**src/rtl/core/ewts_pkg.sv**
```systemverilog
// ----------------------------------------------------------------------------
// ewts_pkg
// Shared constants, codes and types of the event wakeup task scheduler.
// ----------------------------------------------------------------------------
`default_nettype none

package ewts_pkg;

    // sizing
    localparam int NUM_SLOTS = 16;
    localparam int MASK_BITS = 16;
    localparam int SLOT_W    = (NUM_SLOTS > 1) ? $clog2(NUM_SLOTS) : 1;
    localparam int RESET_CUR = (NUM_SLOTS > 14) ? 14 : NUM_SLOTS - 1;

    // port field widths
    localparam int ACT_W      = 3;
    localparam int IN_MASK_W  = 16;
    localparam int OUT_IDX_W  = 4;
    localparam int OUT_MASK_W = 16;

    // action codes
    localparam logic [ACT_W-1:0] ACT_LATER   = 3'd0;
    localparam logic [ACT_W-1:0] ACT_URGENT  = 3'd1;
    localparam logic [ACT_W-1:0] ACT_YIELD   = 3'd2;
    localparam logic [ACT_W-1:0] ACT_TRIGGER = 3'd3;
    localparam logic [ACT_W-1:0] ACT_TICK    = 3'd4;
    localparam logic [ACT_W-1:0] ACT_ABORT   = 3'd5;

    // slot state codes
    localparam logic [1:0] ST_RUN  = 2'd0;
    localparam logic [1:0] ST_WAIT = 2'd1;
    localparam logic [1:0] ST_FREE = 2'd2;

    // result status codes
    localparam logic STAT_OK   = 1'b0;
    localparam logic STAT_FULL = 1'b1;

    typedef logic [SLOT_W-1:0]    t_slot;
    typedef logic [MASK_BITS-1:0] t_mask;

    // per-slot decision from the shared match unit
    typedef struct packed {
        logic pick;     // slot qualifies for the lowest-slot search
        logic wake;     // slot goes back to running
        logic wr_mask;  // slot stores the fired mask
    } t_match;

endpackage

`default_nettype wire

```
**src/rtl/core/ewts_if.sv**
```systemverilog
// ----------------------------------------------------------------------------
// ewts_if
// Valid/ready channels for scheduler action beats and result beats.
// ----------------------------------------------------------------------------
`default_nettype none

interface ewts_in_if;
    logic                          valid;
    logic                          ready;
    logic [ewts_pkg::ACT_W-1:0]     action;
    logic [ewts_pkg::IN_MASK_W-1:0] trigger_mask;

    modport source (output valid, output action, output trigger_mask, input ready);
    modport sink   (input valid, input action, input trigger_mask, output ready);
endinterface

interface ewts_out_if;
    logic                           valid;
    logic                           ready;
    logic                           status;
    logic [ewts_pkg::OUT_IDX_W-1:0]  slot_index;
    logic [ewts_pkg::OUT_IDX_W-1:0]  current_index;
    logic [ewts_pkg::OUT_MASK_W-1:0] wake_mask;

    modport source (output valid, output status, output slot_index,
                    output current_index, output wake_mask, input ready);
    modport sink   (input valid, input status, input slot_index,
                    input current_index, input wake_mask, output ready);
endinterface

`default_nettype wire

```
**src/rtl/core/ewts_mask_ram.sv**
```systemverilog
// ----------------------------------------------------------------------------
// ewts_mask_ram
// Slot mask store: one write port, one registered read port, per-entry
// valid bits so that an unwritten entry reads as zero after reset.
// ----------------------------------------------------------------------------
`default_nettype none

module ewts_mask_ram (
    input  logic               i_clk,
    input  logic               i_rst_n,
    input  logic               i_we,
    input  ewts_pkg::t_slot    i_waddr,
    input  ewts_pkg::t_mask    i_wdata,
    input  logic               i_re,
    input  ewts_pkg::t_slot    i_raddr,
    output ewts_pkg::t_mask    o_rdata
);

    ewts_pkg::t_mask r_mem [ewts_pkg::NUM_SLOTS];
    logic [ewts_pkg::NUM_SLOTS-1:0] r_vld;
    ewts_pkg::t_mask r_rdata;

    // valid bits
    always_ff @(posedge i_clk) begin
        if (!i_rst_n) begin
            r_vld <= '0;
        end else if (i_we) begin
            r_vld[i_waddr] <= 1'b1;
        end
    end

    // storage write
    always_ff @(posedge i_clk) begin
        if (i_we) begin
            r_mem[i_waddr] <= i_wdata;
        end
    end

    // registered read, held between reads
    always_ff @(posedge i_clk) begin
        if (i_re) begin
            r_rdata <= r_vld[i_raddr] ? r_mem[i_raddr] : '0;
        end
    end

    assign o_rdata = r_rdata;

endmodule

`default_nettype wire

```
**src/rtl/core/ewts_match.sv**
```systemverilog
// ----------------------------------------------------------------------------
// ewts_match
// Shared per-slot compare unit: judges one slot's state and mask against
// the current action during the slot sweep.
// ----------------------------------------------------------------------------
`default_nettype none

module ewts_match (
    input  logic [ewts_pkg::ACT_W-1:0] i_act,
    input  logic [1:0]                 i_st,
    input  ewts_pkg::t_mask            i_mask,
    input  ewts_pkg::t_mask            i_fire,
    output ewts_pkg::t_match           o_res
);

    logic w_waiting;
    logic w_overlap;
    logic w_zero;

    assign w_waiting = (i_st == ewts_pkg::ST_WAIT);
    assign w_overlap = |(i_mask & i_fire);
    assign w_zero    = (i_mask == '0);

    // decision per action
    always_comb begin
        o_res = '0;
        case (i_act)
            ewts_pkg::ACT_LATER, ewts_pkg::ACT_URGENT: begin
                o_res.pick = (i_st == ewts_pkg::ST_FREE);
            end
            ewts_pkg::ACT_YIELD, ewts_pkg::ACT_ABORT: begin
                o_res.pick = (i_st == ewts_pkg::ST_RUN);
            end
            ewts_pkg::ACT_TRIGGER: begin
                o_res.wake    = w_waiting && w_overlap;
                o_res.wr_mask = w_waiting && w_overlap;
            end
            ewts_pkg::ACT_TICK: begin
                o_res.wake = w_waiting && w_zero;
            end
            default: begin
                o_res = '0;
            end
        endcase
    end

endmodule

`default_nettype wire

```
**src/rtl/core/event_wakeup_task_scheduler_top.sv**
```systemverilog
// ----------------------------------------------------------------------------
// event_wakeup_task_scheduler_top
// Task-slot scheduler: allocate, yield, trigger, tick and abort over a
// sweep of all slots through one shared compare unit.
// ----------------------------------------------------------------------------
// Flow: each action beat passes S_PREP, the slot sweep, S_FIN, S_RD and S_OUT
//   before its result is registered; the sweep visits one slot at a time,
//   bound by the single read port of the mask RAM.
// Input is taken only while the sequencer is idle; a waiting result beat
//   does not block acceptance of the next action.
// Reset: synchronous active low; slot 0 running, others free, current slot 14.
`default_nettype none

module event_wakeup_task_scheduler_top (
    input  logic          i_clk,
    input  logic          i_rst_n,
    ewts_in_if.sink       i_in,
    ewts_out_if.source    o_out
);

    // sequencer states
    localparam logic [2:0] S_IDLE = 3'd0;
    localparam logic [2:0] S_PREP = 3'd1;
    localparam logic [2:0] S_SWRD = 3'd2;
    localparam logic [2:0] S_SWEV = 3'd3;
    localparam logic [2:0] S_FIN  = 3'd4;
    localparam logic [2:0] S_RD   = 3'd5;
    localparam logic [2:0] S_OUT  = 3'd6;

    logic [2:0]                 r_state;
    logic [ewts_pkg::ACT_W-1:0] r_act;
    ewts_pkg::t_mask            r_fire;
    ewts_pkg::t_slot            r_idx;
    ewts_pkg::t_slot            r_pick;
    logic                       r_found;
    ewts_pkg::t_slot            r_cur;
    ewts_pkg::t_slot            r_alloc;
    logic                       r_full;
    logic [1:0]                 r_status [ewts_pkg::NUM_SLOTS];

    logic                              r_ov;
    logic                              r_ostat;
    logic [ewts_pkg::OUT_IDX_W-1:0]    r_oslot;
    logic [ewts_pkg::OUT_IDX_W-1:0]    r_ocur;
    logic [ewts_pkg::OUT_MASK_W-1:0]   r_omask;

    logic              w_acc;
    logic              w_cap;
    logic              w_last;
    logic              w_invoke;
    logic              w_switch;
    logic              w_we;
    ewts_pkg::t_slot   w_waddr;
    ewts_pkg::t_mask   w_wdata;
    logic              w_re;
    ewts_pkg::t_slot   w_raddr;
    ewts_pkg::t_mask   w_rdata;
    ewts_pkg::t_match  w_m;

    assign w_acc    = i_in.valid && i_in.ready;
    assign w_cap    = (r_state == S_OUT) && (!r_ov || o_out.ready);
    assign w_last   = (r_idx == ewts_pkg::SLOT_W'(ewts_pkg::NUM_SLOTS - 1));
    assign w_invoke = (r_act == ewts_pkg::ACT_LATER) || (r_act == ewts_pkg::ACT_URGENT);
    assign w_switch = (r_act == ewts_pkg::ACT_YIELD) || (r_act == ewts_pkg::ACT_ABORT);

    assign i_in.ready = (r_state == S_IDLE);

    // shared compare unit
    ewts_match u_match (
        .i_act  (r_act),
        .i_st   (r_status[r_idx]),
        .i_mask (w_rdata),
        .i_fire (r_fire),
        .o_res  (w_m)
    );

    // mask ram port steering
    always_comb begin
        w_we    = 1'b0;
        w_waddr = r_idx;
        w_wdata = r_fire;
        w_re    = 1'b0;
        w_raddr = r_idx;
        case (r_state)
            S_PREP: begin
                w_we    = (r_act == ewts_pkg::ACT_YIELD);
                w_waddr = r_cur;
            end
            S_SWRD: begin
                w_re = 1'b1;
            end
            S_SWEV: begin
                w_we = w_m.wr_mask;
            end
            S_FIN: begin
                w_we    = w_invoke && r_found;
                w_waddr = r_pick;
                w_wdata = '0;
            end
            S_RD: begin
                w_re    = 1'b1;
                w_raddr = r_cur;
            end
            default: begin
                w_we = 1'b0;
            end
        endcase
    end

    ewts_mask_ram u_mask_ram (
        .i_clk   (i_clk),
        .i_rst_n (i_rst_n),
        .i_we    (w_we),
        .i_waddr (w_waddr),
        .i_wdata (w_wdata),
        .i_re    (w_re),
        .i_raddr (w_raddr),
        .o_rdata (w_rdata)
    );

    // sequencer
    always_ff @(posedge i_clk) begin
        if (!i_rst_n) begin
            r_state <= S_IDLE;
            r_cur   <= ewts_pkg::SLOT_W'(ewts_pkg::RESET_CUR);
            r_found <= 1'b0;
        end else begin
            case (r_state)
                S_IDLE: begin
                    if (w_acc) begin
                        r_state <= S_PREP;
                    end
                end
                S_PREP: begin
                    r_state <= S_SWRD;
                end
                S_SWRD: begin
                    r_state <= S_SWEV;
                end
                S_SWEV: begin
                    if (w_m.pick && !r_found) begin
                        r_found <= 1'b1;
                    end
                    r_state <= w_last ? S_FIN : S_SWRD;
                end
                S_FIN: begin
                    if (r_act == ewts_pkg::ACT_URGENT && r_found) begin
                        r_cur <= r_pick;
                    end else if (w_switch) begin
                        r_cur <= r_found ? r_pick : '0;
                    end
                    r_state <= S_RD;
                end
                S_RD: begin
                    r_state <= S_OUT;
                end
                S_OUT: begin
                    if (w_cap) begin
                        r_state <= S_IDLE;
                        r_found <= 1'b0;
                    end
                end
                default: begin
                    r_state <= S_IDLE;
                end
            endcase
        end
    end

    // action context and sweep index
    always_ff @(posedge i_clk) begin
        if (w_acc) begin
            r_act  <= i_in.action;
            r_fire <= ewts_pkg::MASK_BITS'(i_in.trigger_mask);
            r_idx  <= '0;
        end else if (r_state == S_SWEV) begin
            if (w_m.pick && !r_found) begin
                r_pick <= r_idx;
            end
            if (!w_last) begin
                r_idx <= r_idx + 1'b1;
            end
        end
        if (r_state == S_FIN) begin
            r_alloc <= (w_invoke && r_found) ? r_pick : '0;
            r_full  <= w_invoke && !r_found;
        end
    end

    // slot states
    always_ff @(posedge i_clk) begin
        if (!i_rst_n) begin
            for (int i = 0; i < ewts_pkg::NUM_SLOTS; i++) begin
                r_status[i] <= (i == 0) ? ewts_pkg::ST_RUN : ewts_pkg::ST_FREE;
            end
        end else begin
            case (r_state)
                S_PREP: begin
                    if (r_act == ewts_pkg::ACT_YIELD) begin
                        r_status[r_cur] <= ewts_pkg::ST_WAIT;
                    end else if (r_act == ewts_pkg::ACT_ABORT) begin
                        r_status[r_cur] <= ewts_pkg::ST_FREE;
                    end
                end
                S_SWEV: begin
                    if (w_m.wake) begin
                        r_status[r_idx] <= ewts_pkg::ST_RUN;
                    end
                end
                S_FIN: begin
                    if (w_invoke && r_found) begin
                        r_status[r_pick] <= ewts_pkg::ST_RUN;
                    end
                end
                default: begin
                end
            endcase
        end
    end

    // result register
    always_ff @(posedge i_clk) begin
        if (!i_rst_n) begin
            r_ov <= 1'b0;
        end else if (w_cap) begin
            r_ov <= 1'b1;
        end else if (o_out.ready) begin
            r_ov <= 1'b0;
        end
    end

    always_ff @(posedge i_clk) begin
        if (w_cap) begin
            r_ostat <= r_full ? ewts_pkg::STAT_FULL : ewts_pkg::STAT_OK;
            r_oslot <= ewts_pkg::OUT_IDX_W'(r_alloc);
            r_ocur  <= ewts_pkg::OUT_IDX_W'(r_cur);
            r_omask <= ewts_pkg::OUT_MASK_W'(w_rdata);
        end
    end

    assign o_out.valid         = r_ov;
    assign o_out.status        = r_ostat;
    assign o_out.slot_index    = r_oslot;
    assign o_out.current_index = r_ocur;
    assign o_out.wake_mask     = r_omask;

    // full status only ever follows an invoke
    a_full_on_invoke: assert property (@(posedge i_clk) disable iff (!i_rst_n)
        w_cap |=> (r_ostat == ewts_pkg::STAT_OK || w_invoke))
        else $error("full status reported for a non-invoke action");

    // current slot stays inside the slot range
    a_cur_range: assert property (@(posedge i_clk) disable iff (!i_rst_n)
        r_cur <= ewts_pkg::SLOT_W'(ewts_pkg::NUM_SLOTS - 1))
        else $error("current slot out of range");

    // urgent invoke makes the allocated slot current
    a_urgent_cur: assert property (@(posedge i_clk) disable iff (!i_rst_n)
        (r_state == S_FIN && r_act == ewts_pkg::ACT_URGENT && r_found)
        |=> (r_cur == r_alloc))
        else $error("urgent invoke did not switch to the new slot");

    // a switch lands on a running slot or falls back to slot zero
    a_switch_target: assert property (@(posedge i_clk) disable iff (!i_rst_n)
        (r_state == S_FIN && w_switch)
        |=> (r_status[r_cur] == ewts_pkg::ST_RUN || r_cur == '0))
        else $error("switch picked a slot that is not running");

    // no new action beat while the sweep is in progress
    a_no_accept_busy: assert property (@(posedge i_clk) disable iff (!i_rst_n)
        (r_state == S_SWRD || r_state == S_SWEV) |-> !w_acc)
        else $error("action accepted during slot sweep");

endmodule

`default_nettype wire

```
**src/flat_wrapper.sv**
```systemverilog
// flat-port wrapper written by rule: the top's interface ports become plain ports
module event_wakeup_task_scheduler_top_flat 
  (i_clk, i_rst_n, i_in_valid, i_in_action, i_in_trigger_mask, i_in_ready, o_out_valid, o_out_status, o_out_slot_index, o_out_current_index, o_out_wake_mask, o_out_ready);
  ewts_in_if i_in_i ();
  ewts_out_if o_out_i ();
  input  logic i_clk;
  input  logic i_rst_n;
  input wire logic [$bits(i_in_i.valid)-1:0] i_in_valid;
  input wire logic [$bits(i_in_i.action)-1:0] i_in_action;
  input wire logic [$bits(i_in_i.trigger_mask)-1:0] i_in_trigger_mask;
  output wire logic [$bits(i_in_i.ready)-1:0] i_in_ready;
  output wire logic [$bits(o_out_i.valid)-1:0] o_out_valid;
  output wire logic [$bits(o_out_i.status)-1:0] o_out_status;
  output wire logic [$bits(o_out_i.slot_index)-1:0] o_out_slot_index;
  output wire logic [$bits(o_out_i.current_index)-1:0] o_out_current_index;
  output wire logic [$bits(o_out_i.wake_mask)-1:0] o_out_wake_mask;
  input wire logic [$bits(o_out_i.ready)-1:0] o_out_ready;
  assign i_in_i.valid = i_in_valid;
  assign i_in_i.action = i_in_action;
  assign i_in_i.trigger_mask = i_in_trigger_mask;
  assign i_in_ready = i_in_i.ready;
  assign o_out_valid = o_out_i.valid;
  assign o_out_status = o_out_i.status;
  assign o_out_slot_index = o_out_i.slot_index;
  assign o_out_current_index = o_out_i.current_index;
  assign o_out_wake_mask = o_out_i.wake_mask;
  assign o_out_i.ready = o_out_ready;
  event_wakeup_task_scheduler_top u_core (.i_clk(i_clk), .i_rst_n(i_rst_n), .i_in(i_in_i), .o_out(o_out_i));
endmodule
```
**config.mk**
```make
export PLATFORM = sky130hd
export DESIGN_NAME = event_wakeup_task_scheduler_top_flat
export DESIGN_NICKNAME = d
export VERILOG_FILES = /design/src/rtl/core/ewts_pkg.sv /design/src/rtl/core/ewts_if.sv /design/src/rtl/core/ewts_mask_ram.sv /design/src/rtl/core/ewts_match.sv /design/src/rtl/core/event_wakeup_task_scheduler_top.sv /design/src/flat_wrapper.sv
export SDC_FILE = /design/constraint.sdc
export NUM_CORES = 1
export LEC_CHECK = 0
export ABC_CLOCK_PERIOD_IN_PS = 8000
export BUFFER_PORTS_ARGS = -buffer_cell sky130_fd_sc_hd__buf_2
export CORE_MARGIN = 4
export CORE_UTILIZATION = 55
export CTS_CLUSTER_SIZE = 14
export DETAILED_ROUTE_END_ITERATION = 16
export PLACE_DENSITY = 0.77
export SYNTH_ARGS = -nofsm -noshare
export SYNTH_HDL_FRONTEND = slang
export SYNTH_SLANG_ARGS = --single-unit
export TNS_END_PERCENT = 10
```
**constraint.sdc**
```tcl
create_clock -name i_clk -period 8 [get_ports i_clk]
set_clock_uncertainty 0.1 [all_clocks]
set_input_delay 1.6 -clock i_clk [delete_from_list [all_inputs] [get_ports i_clk]]
set_output_delay 1.6 -clock i_clk [all_outputs]
set_load 0.02 [all_outputs]
```
* Word level (Yosys, flattened, before mapping)
Memories as Yosys holds them, arrays and structs flattened. A register that Yosys moved wholly into a read port is not among the register bits.
Index checks and enable logic that the tools add are counted.
** Cells by class
- Bitwise logic cells :: 5
- Multipliers :: 0
- Equality and inequality tests :: 17
- Shift operators :: 0
- Order comparisons :: 3
- Div/mod/pow operators :: 0
- Mux-type cells :: 57
- Reduce and logical (&&, ||, !) cells :: 34
- Add/subtract/negate cells :: 1
** Operator list (number)
- $mux W4 :: 9
- $mux W1 :: 32
- $pmux W3 S7 :: 1
- $and A16 B16 Y16 :: 1
- $logic_not A16 Y1 :: 1
- $mux W16 :: 1
- $or A16 B16 Y16 :: 1
- $reduce_or A16 Y1 :: 1
- $eq A3 B3 Y1 const B :: 5
- $eq A3 B2 Y1 const B :: 4
- $reduce_or A2 Y1 :: 6
- $lt A4 B5 Y1 const B :: 2
- $logic_and A1 B1 Y1 :: 9
- $mux W3 :: 3
- $mux W2 :: 4
- $pmux W4 S2 :: 1
- $eq A3 B1 Y1 const B :: 2
- $logic_not A3 Y1 :: 2
- $pmux W1 S2 :: 3
- $reduce_and A2 Y1 :: 3
- $reduce_and A3 Y1 :: 2
- $reduce_bool A2 Y1 :: 3
- $add A4 B1 Y4 const B :: 1
- $bmux W1 S4 :: 1
- other kinds (13) :: 19
** Word-level totals
- Bits in latches :: 0
- Input port bits :: 23
- Memories :: 2
- Register bits :: 82
- RAM bits :: 288
- Output and inout bits :: 27
- ROM bits :: 0
** Memory list
- u_core.u_mask_ram.r_mem :: words 16, bits a word 16, read ports 1, clocked after memory_dff 1, wr ports 1, RTL line ewts_mask_ram.sv:19 : ewts_pkg::t_mask r_mem [ewts_pkg::NUM_SLOTS];
- u_core.r_status :: words 16, bits a word 2, read ports 1, clocked after memory_dff 1, wr ports 16, RTL line event_wakeup_task_scheduler_top.sv:39 : logic [1:0] r_status [ewts_pkg::NUM_SLOTS];

* Longest topological paths before layout
Gate-level depths: netlist (run 1).
- Depth in word-level cells :: 11
- Depth in mapped cells :: 11
- Gate-level depth less buffers :: 8

* By module
A second synthesis (run 1) with hierarchy kept.
** Unflattened totals
- Cells, all modules :: 868
- Area total of the unflattened synthesis :: 15576.2 um^2
** Modules (own cells, without submodules)
- ewts_mask_ram :: cells each 475, instances 1, area each 10792.9 um^2, seq. area each 8488.1 um^2
- event_wakeup_task_scheduler_top :: cells each 367, instances 1, area each 4589.4 um^2, seq. area each 2892.8 um^2
- ewts_match :: cells each 26, instances 1, area each 193.9 um^2, seq. area each 0.0 um^2

* Worst setup path before layout (run 1)
No wires, ideal clock.
- Kind :: register to register
- Start point :: reg (tool-made name)
- End point :: mem u_core.u_mask_ram.r_mem[7][0] (netlist name) (enable)
- Library setup time :: 0.434 ns
- Cell stages (with the launch flop) :: 10
- Data arrival time :: 3.656 ns
- Path buffers :: 3
- Required time :: 7.466 ns
- Slack :: 3.811 ns
- Clock period less this slack :: 4.189 ns
- Cells stage by stage :: dfxtp_1 > buf_6 > mux4_2 > a22oi_1 > and3_2 > and3_1 > buf_4 > a22oi_1 > clkbuf_1 > nor4_1
** RTL lines (RTL line)
- to (decl) :: ewts_mask_ram.sv:19

==> metrics.md, run 1 <==
| Metric | Value |
|---|---|
| Post-layout power | around 5.0 mW |
| Die boundary height | roughly 180 um |
| Total Routing Usage GR | 0.225 |
| Clock tree from TritonCTS | built |
| Initial antenna violation count | 0 |
| CTS Hold Bufs | 0 |
| Final slew viol count | 0 |
| Mux contribution to synthesized area | 0.0136 |
| Final ANT Viol Nets | 0 |
| N_diodes | 0 |
| Crit-path max cell delay | between 0.7 and 0.8 ns |
| Compound-Gate Fraction of Synth Area | 0.123 |
| WP data arrival | between 4 and 5 ns |
| Post-synthesis sequential area ratio | 0.718 |
| Die width | around 180 um |
| Cts bufs inserted | 39 |
| Leakage | roughly 5.8 nW |
| CTS sink count | 390 |
| EDFF count, synth | ~360 |
| GP Congestion | between 0.8 and 0.9 |
| Filler cells | slightly below 2000 |
| Nets | between 1000 and 1500 |
| Int Pwr | around 3.7 mW |
| Crit-path max FO | 50 |
| Clk pwr share | 0.361 |
| Port bufs | 49 |
| Largest family of logic cells by synthesized area | simple AND/OR/NAND/NOR gates |
| RSZ-0062 raised after global routing | false |
| Row cnt | about 60 |
| Clk_lat worst skew | 0.54 ns |
| Setup TNS | 0 ns |
| Vias per cell | 6.26 |
| Post-Synth XOR/XNOR Area | 0.000553 |
| Syn nets | between 1000 and 1500 |
| First-pass GRT wire length | about 54 mm |
| Max-cap check violation count | 0 |
| # DRC | 0 |
| Most used DFF post-synth | edfxtp_1 |
| Peak VDD IR | 0.144 mV |
| Status | complete, no violations |
| Minimum clock period | ~4.4 ns |
| Simple-gate share of the synthesized area | 0.124 |
| Vias | around 9900 |
| Hold Fails Final Rpt | 0 |
| Post-CTS setup buffer count | 0 |
| Starting Density | 0.564 |
| Clock Path Buffers | 3 |
| Final WL | about 35 mm |
| Synth Register Bits | 390 |
| Max Fclk | between 200 and 250 MHz |
| CTS H-tree depth | 2 |
| Number of global-route vias before repair | 9475 |
| Unique masters post-synth | 59 |
| Worst-path clk slew | about 0.06 ns |
| Fin util | 0.634 |
| DIE AREA | around 0.032 mm^2 |
| YS warnings | 0 |
| Async S/R FF share, synth | 0 |
| Layout cells sized above 1 | 0.139 |
| Hpwl dp | 20.9 mm |
| Hold Path Class | flop to flop |
| Least-Margin Pin Slew | roughly 1.3 ns |
| Critical Path, Cell by Cell | buf_2 -> nand4_1 -> nand2_1 -> a31oi_1 -> nand2_1 -> nand4_1 -> o21ai_0 |
| Placeable Area | approximately 0.028 mm^2 |
| Setup ws final | ~3.6 ns |
| Worst Path Required | roughly 8.1 ns |
| Share of power burned in combinational logic | 0.148 |
| Largest net degree at the start of global routing | slightly above 90 |
| Post-CTS sizing | 0 |
| Relative slew slack | 0.135 |
| Synth-to-Final Area Change | 12.3% |
| Top-Level Pins | 50 |
| Total grt overflow | 0 |
| Setup violators final | 0 |
| Power per cell area | approximately 280 mW/mm^2 |
| Final period util | 0.552 |
| Cell Area, Synth | ~0.016 mm^2 |
| Setup Crit Path Kind | input pin to flop |
| Slowest-stage cell, CP | nand4_1 |
| Post-placement setup slack | just over 3 ns |
| Startpoint types | input pin |
| Post-Synth Adder-Cell Area | 0.000790 |
| DRT iter0 DRCs | about 1200 |
| Sw power | around 1.3 mW |
| Crit. End Element | flop |
| DRT Pass-1 Iters | 7 |
| Mean Syn Cell Area | 13.9 um^2 |
| Area taken by multi-input logic gates | ~0.0043 mm^2 |
| Post-DR wirelength/cell | roughly 22 um |
| Flop pwr share | 0.491 |
| Syn Inst Count | 1138 |
| Switching Share | 0.268 |
| Root buffer cell | clkbuf_16 |
| Register Area | 0.0114 mm^2 |
==> worst paths after layout <==
path	start	to	slack, ns	cells past startpoint
max	i_rst_n	u_core.r_status[10][0]	3.58	7
min	u_core.r_alloc[3]	u_core.o_out.slot_index[3]	0.32	0
max reg2reg	flop	u_core.u_mask_ram.r_mem[1][14]	3.62	7
min reg2reg	u_core.r_alloc[3]	u_core.o_out.slot_index[3]	0.32	0
==> cell type report <==
class	count	area share
timing repair buffer	68	0.0218
tap	378	0.0266
inverter	5	0.00105
sequential	390	0.640
multi-input combinational	665	0.239
clock buffer	50	0.0595
clock inverter	20	0.0121
==> critical path, delay by kind of cell <==
| kind | cells | cell delay, ns |
|---|---|---|
| buffers and inverters | 1 | 0.65 |
| and+or+nand+nor | 4 | 1.71 |
| AOI/OAI and AO/OA | 2 | 0.53 |
==> kinds of logic (layout without fill, tap and decap cells) <==
group,count (synthesis),after routing
and+or+nand+nor,383,383
AOI/OAI and AO/OA,269,269
xor gates and xnor gates,1,1
DFF,390,390
adders and majority gates,1,1
muxes,11,11
buffers and inverters,83,143
==> cell usage in the layout (no fill, tap or decap), types with 4 or more instances in the layout <==
cell	netlist	layout
a211oi_1	102	102
a21oi_1	27	24
a221oi_1	5	5
a22o_1	7	7
a311oi_1	34	34
a31oi_1	37	37
and2_0	14	14
and2_1	63	63
and4_1	4	4
buf_2	6	49
buf_4	1	19
bufinv_16	0	4
clkbuf_1	62	8
clkbuf_16	0	40
clkinv_1	0	5
clkinv_2	0	7
dfxtp_1	33	33
edfxtp_1	357	357
inv_1	5	5
mux4_2	7	7
nand2_1	157	157
nand2b_1	11	11
nand3_1	9	9
nand3b_1	12	12
nor2_1	40	31
nor2_2	0	9
nor2b_1	20	20
nor3_1	16	8
nor3_2	0	8
nor4_1	7	6
o211ai_1	4	4
o21a_1	18	18
o21ai_0	21	20
or3_1	4	4
or3b_1	7	7
==> layer usage <==
metal  part of all wire  GRT usage
met5                  0          0
met4              0.024     0.0628
met3              0.088     0.0394
met2               0.47      0.360
met1               0.42      0.322
==> sequential cells by signal (all words and copies together) (netlist names), named ones only <==
name and flops:
u_core.r_pick 4, u_core.r_fire 16, u_core.u_mask_ram.r_vld 16, u_core.o_out.wake_mask 16, u_core.o_out.current_index 4, u_core.u_mask_ram.r_mem 256, u_core.o_out.valid 1, u_core.r_status 32
u_core.r_alloc 4, u_core.r_state 3, u_core.r_act 3, u_core.r_full 1, u_core.r_cur 4, u_core.r_found 1, u_core.o_out.status 1, u_core.u_mask_ram.o_rdata 16
u_core.o_out.slot_index 4, u_core.r_idx 4
==> metrics by stage <==
stage / cell area (um^2) / hold slack [ns] / cells
6_report: 17800 / 0.322 / 1576
5_1_grt: 17800 / 0.337 / 1576
4_1_cts: 17800 / 0.323 / 1576
3_5_place_dp: 16500 / 0.309 / 1506
3_3_place_gp: 16500 / 0.301 / 1506
2_1_floorplan: 15800 / 0.300 / 1138
==> cell usage after synthesis, types with 5 or more instances <==
cell / n / area (um^2)
a31oi_1: 37 / 231
and2_0: 14 / 87.6
nand2_1: 157 / 589
a311oi_1: 34 / 298
a21oi_1: 27 / 135
inv_1: 5 / 18.8
or3b_1: 7 / 61.3
nor3_1: 16 / 80.1
o21ai_0: 21 / 105
a211oi_1: 102 / 766
and2_1: 63 / 394
nor2_1: 40 / 150
nor4_1: 7 / 43.8
nand3_1: 9 / 45.0
o21a_1: 18 / 135
buf_1: 8 / 30.0
mux4_2: 7 / 158
nand2b_1: 11 / 68.8
a221oi_1: 5 / 43.8
edfxtp_1: 357 / 10700
buf_2: 6 / 30.0
dfxtp_1: 33 / 661
a22o_1: 7 / 61.3
nor2b_1: 20 / 125
nand3b_1: 12 / 90.1
clkbuf_1: 62 / 233
==> power by group through the flow <==
| stage | sequential (mW) | clock [mW] | combinational [mW] |
|---|---|---|---|
| finish | 2.45 | 1.80 | 0.737 |
| global route | 2.45 | 1.91 | 0.803 |
| CTS | 2.45 | 1.82 | 0.730 |
| detailed placement | 2.49 | 0 | 0.722 |
| global placement | 2.49 | 0 | 0.704 |
| floorplan | 2.45 | 0 | 0.524 |
Power figures use the tool's default switching activity.
==> run 2: changes to the inputs <==
--- a/config.mk
+++ b/config.mk
@@ -5,7 +5,7 @@
 export SDC_FILE = /design/constraint.sdc
 export NUM_CORES = 1
 export LEC_CHECK = 0
-export ABC_CLOCK_PERIOD_IN_PS = 8000
+export ABC_CLOCK_PERIOD_IN_PS = 4550
 export BUFFER_PORTS_ARGS = -buffer_cell sky130_fd_sc_hd__buf_2
 export CORE_MARGIN = 4
 export CORE_UTILIZATION = 55
==> constraint.sdc (replaced) <==
create_clock -name i_clk -period 4.55 [get_ports i_clk]
set_clock_uncertainty 0.1 [all_clocks]
set_input_delay 0.91 -clock i_clk [delete_from_list [all_inputs] [get_ports i_clk]]
set_output_delay 0.91 -clock i_clk [all_outputs]
set_load 0.02 [all_outputs]
==> metrics.md, run 2 (synthesis gave the netlist of run 1 again) <==
| Metric | Value |
|---|---|
| Status | complete, no violations |
| Clock tree from TritonCTS | built |
| Root buffer cell | clkbuf_16 |
| N_diodes | 0 |
| Minimum clock period | 4.24 ns |
| Startpoint of the worst hold path | u_core.r_alloc[2] |
| Placeable Area | around 0.028 mm^2 |
| Final ANT Viol Nets | 0 |
| Max Fclk | between 200 and 250 MHz |
| RSZ-0062 raised after global routing | false |
| Initial antenna violation count | 0 |
| Final period util | 0.933 |
| Max-cap check violation count | 0 |
| WP data arrival | 4.29 ns |
| Vias | between 9000 and 10000 |
| # DRC | 0 |
| Register with the most flip-flops | u_core.u_mask_ram.r_mem |
| Largest net degree at the start of global routing | slightly below 70 |
| Dpl cells | roughly 1500 |
| GP Congestion | around 0.9 |
| Commonest non-fill, non-tap cells in the layout | 357 x edfxtp_1, 157 x nand2_1, 102 x a211oi_1 |
| Die boundary height | around 180 um |
| Least-Margin Pin Slew | around 1.4 ns |
| R2R depth | 7 |
| Final WL | approximately 37 mm |
| Nets | roughly 1200 |
| Post-CTS setup buffer count | 0 |
| Post-DR wirelength/cell | around 23 um |
| Layout cells sized above 1 | 0.158 |
| Hold endpoint | u_core.o_out.slot_index[2] |
| DRT Pass-1 Iters | 5 |
| CTS sink count | 390 |
| Setup violators final | 0 |
| Synth-to-Final Area Change | 13.6% |
| Crit-path max FO | 17 |
| Max reg flops | 256 |
| Setup slack, reg-to-reg | around 0.3 ns |
| Startpoint types | flop |
| Post-layout power | slightly below 9 mW |
| Total Routing Usage GR | 0.237 |
| Worst-path clk slew | approximately 0.060 ns |
| CTS Hold Bufs | 0 |
| DRT iter0 DRCs | between 1000 and 1500 |
| Relative slew slack | 0.0373 |
| Vias per cell | approximately 6.2 |
| Crit. End Element | flop |
| Hpwl dp | ~24 mm |
| Biggest regs | u_core.u_mask_ram.r_mem (256), u_core.r_status (32) |
| Hold Fails Final Rpt | 0 |
| R2R Path End | u_core.u_mask_ram.r_mem[15][7] |
| Fin Hold WS | 0.330 ns |
| Commonest non-fill, non-tap cell in the layout | edfxtp_1 |
| Power per cell area | 494 mW/mm^2 |
| Final slew viol count | 0 |
| Clock Path Buffers | 3 |
| Finished Layout Cells | ~1600 |
| Peak VDD IR | ~0.25 mV |
| Post-CTS sizing | 0 |
| Die width | roughly 180 um |
| Worst Path Required | about 4.6 ns |
| Starting Density | 0.564 |
| CTS H-tree depth | 2 |
| Leakage | a little under 6 nW |
| DIE AREA | approximately 0.032 mm^2 |
| First-pass GRT wire length | roughly 57 mm |
| Clk_lat worst skew | 0.53 ns |
| Port bufs | between 40 and 50 |
| Filler cells | between 1500 and 2000 |
| Row cnt | approximately 60 |
| Top-Level Pins | 50 |
| Setup TNS | 0 ns |
| Total grt overflow | 0 |
| Cts bufs inserted | 38 |
| Hold Path Stages | 0 |
| Hold Path Class | flop to flop |
| Setup Crit Path Kind | flop to flop |
| Number of global-route vias before repair | between 9000 and 10000 |
==> run 2: cell types whose count changed in the layout (fill, tap and decap cells not counted), sizes merged <==
cell	previous run	this run
bufinv	4	2
buf	68	94
inv	7	9
clkinv	13	10
clkbuf	50	53
==> run 2: area by class of cell <==
type                    instances  area, um^2  share of cell area
repair buffers                 94         608              0.0338
clock inverters                17         158             0.00876
clock buffers                  53        1100              0.0610
well taps                     378         473              0.0263
multi-input cells             665        4270               0.237
inverters                       5        18.8             0.00104
flip-flops and latches        390       11400               0.632
==> run 2: how the worst max path moves through the flow <==
stage	end	depth (start not counted)	from	slack (ns)
2_1_floorplan	u_core.u_mask_ram.r_mem[7][0]	9	flop	0.36
3_3_place_gp	u_core.u_mask_ram.r_mem[3][13]	7	flop	0.44
3_5_place_dp	u_core.u_mask_ram.r_mem[3][11]	7	flop	0.37
4_1_cts	u_core.u_mask_ram.r_mem[3][5]	7	flop	0.33
5_1_grt	u_core.u_mask_ram.r_mem[15][14]	7	flop	0.11
6_report	u_core.u_mask_ram.r_mem[15][7]	7	flop	0.31
==> run 2: critical path: stages, from the launching register on <==
cell	delay [ns]
dfxtp_1	0.66
mux4_2	0.57
a22oi_1	0.19
and3_2	0.24
and3_1	0.37
a22oi_1	0.35
or3_1	0.52
nor2_2	0.85
==> run 2: per-layer routing <==
layer,global-route usage,wire length (um)
met5,0,0
met4,0.0851,1200
met3,0.0403,3420
met2,0.373,17400
met1,0.338,15200
==> run 2: power breakdown <==
group          leakage (nW)  internal, mW  switching [mW]
registers              3.49          4.18           0.122
logic                  1.78         0.428            1.03
clock network         0.621          1.82            1.32
==> run 2: per-stage QoR <==
step | util | area, um^2 | setup slack, ns
after floorplan | - | 15800 | 0.361
after global placement | 0.596 | 16700 | 0.439
after detailed placement | 0.596 | 16700 | 0.366
after CTS | 0.641 | 18000 | 0.334
after global routing | 0.641 | 18000 | 0.114
final | 0.641 | 18000 | 0.306
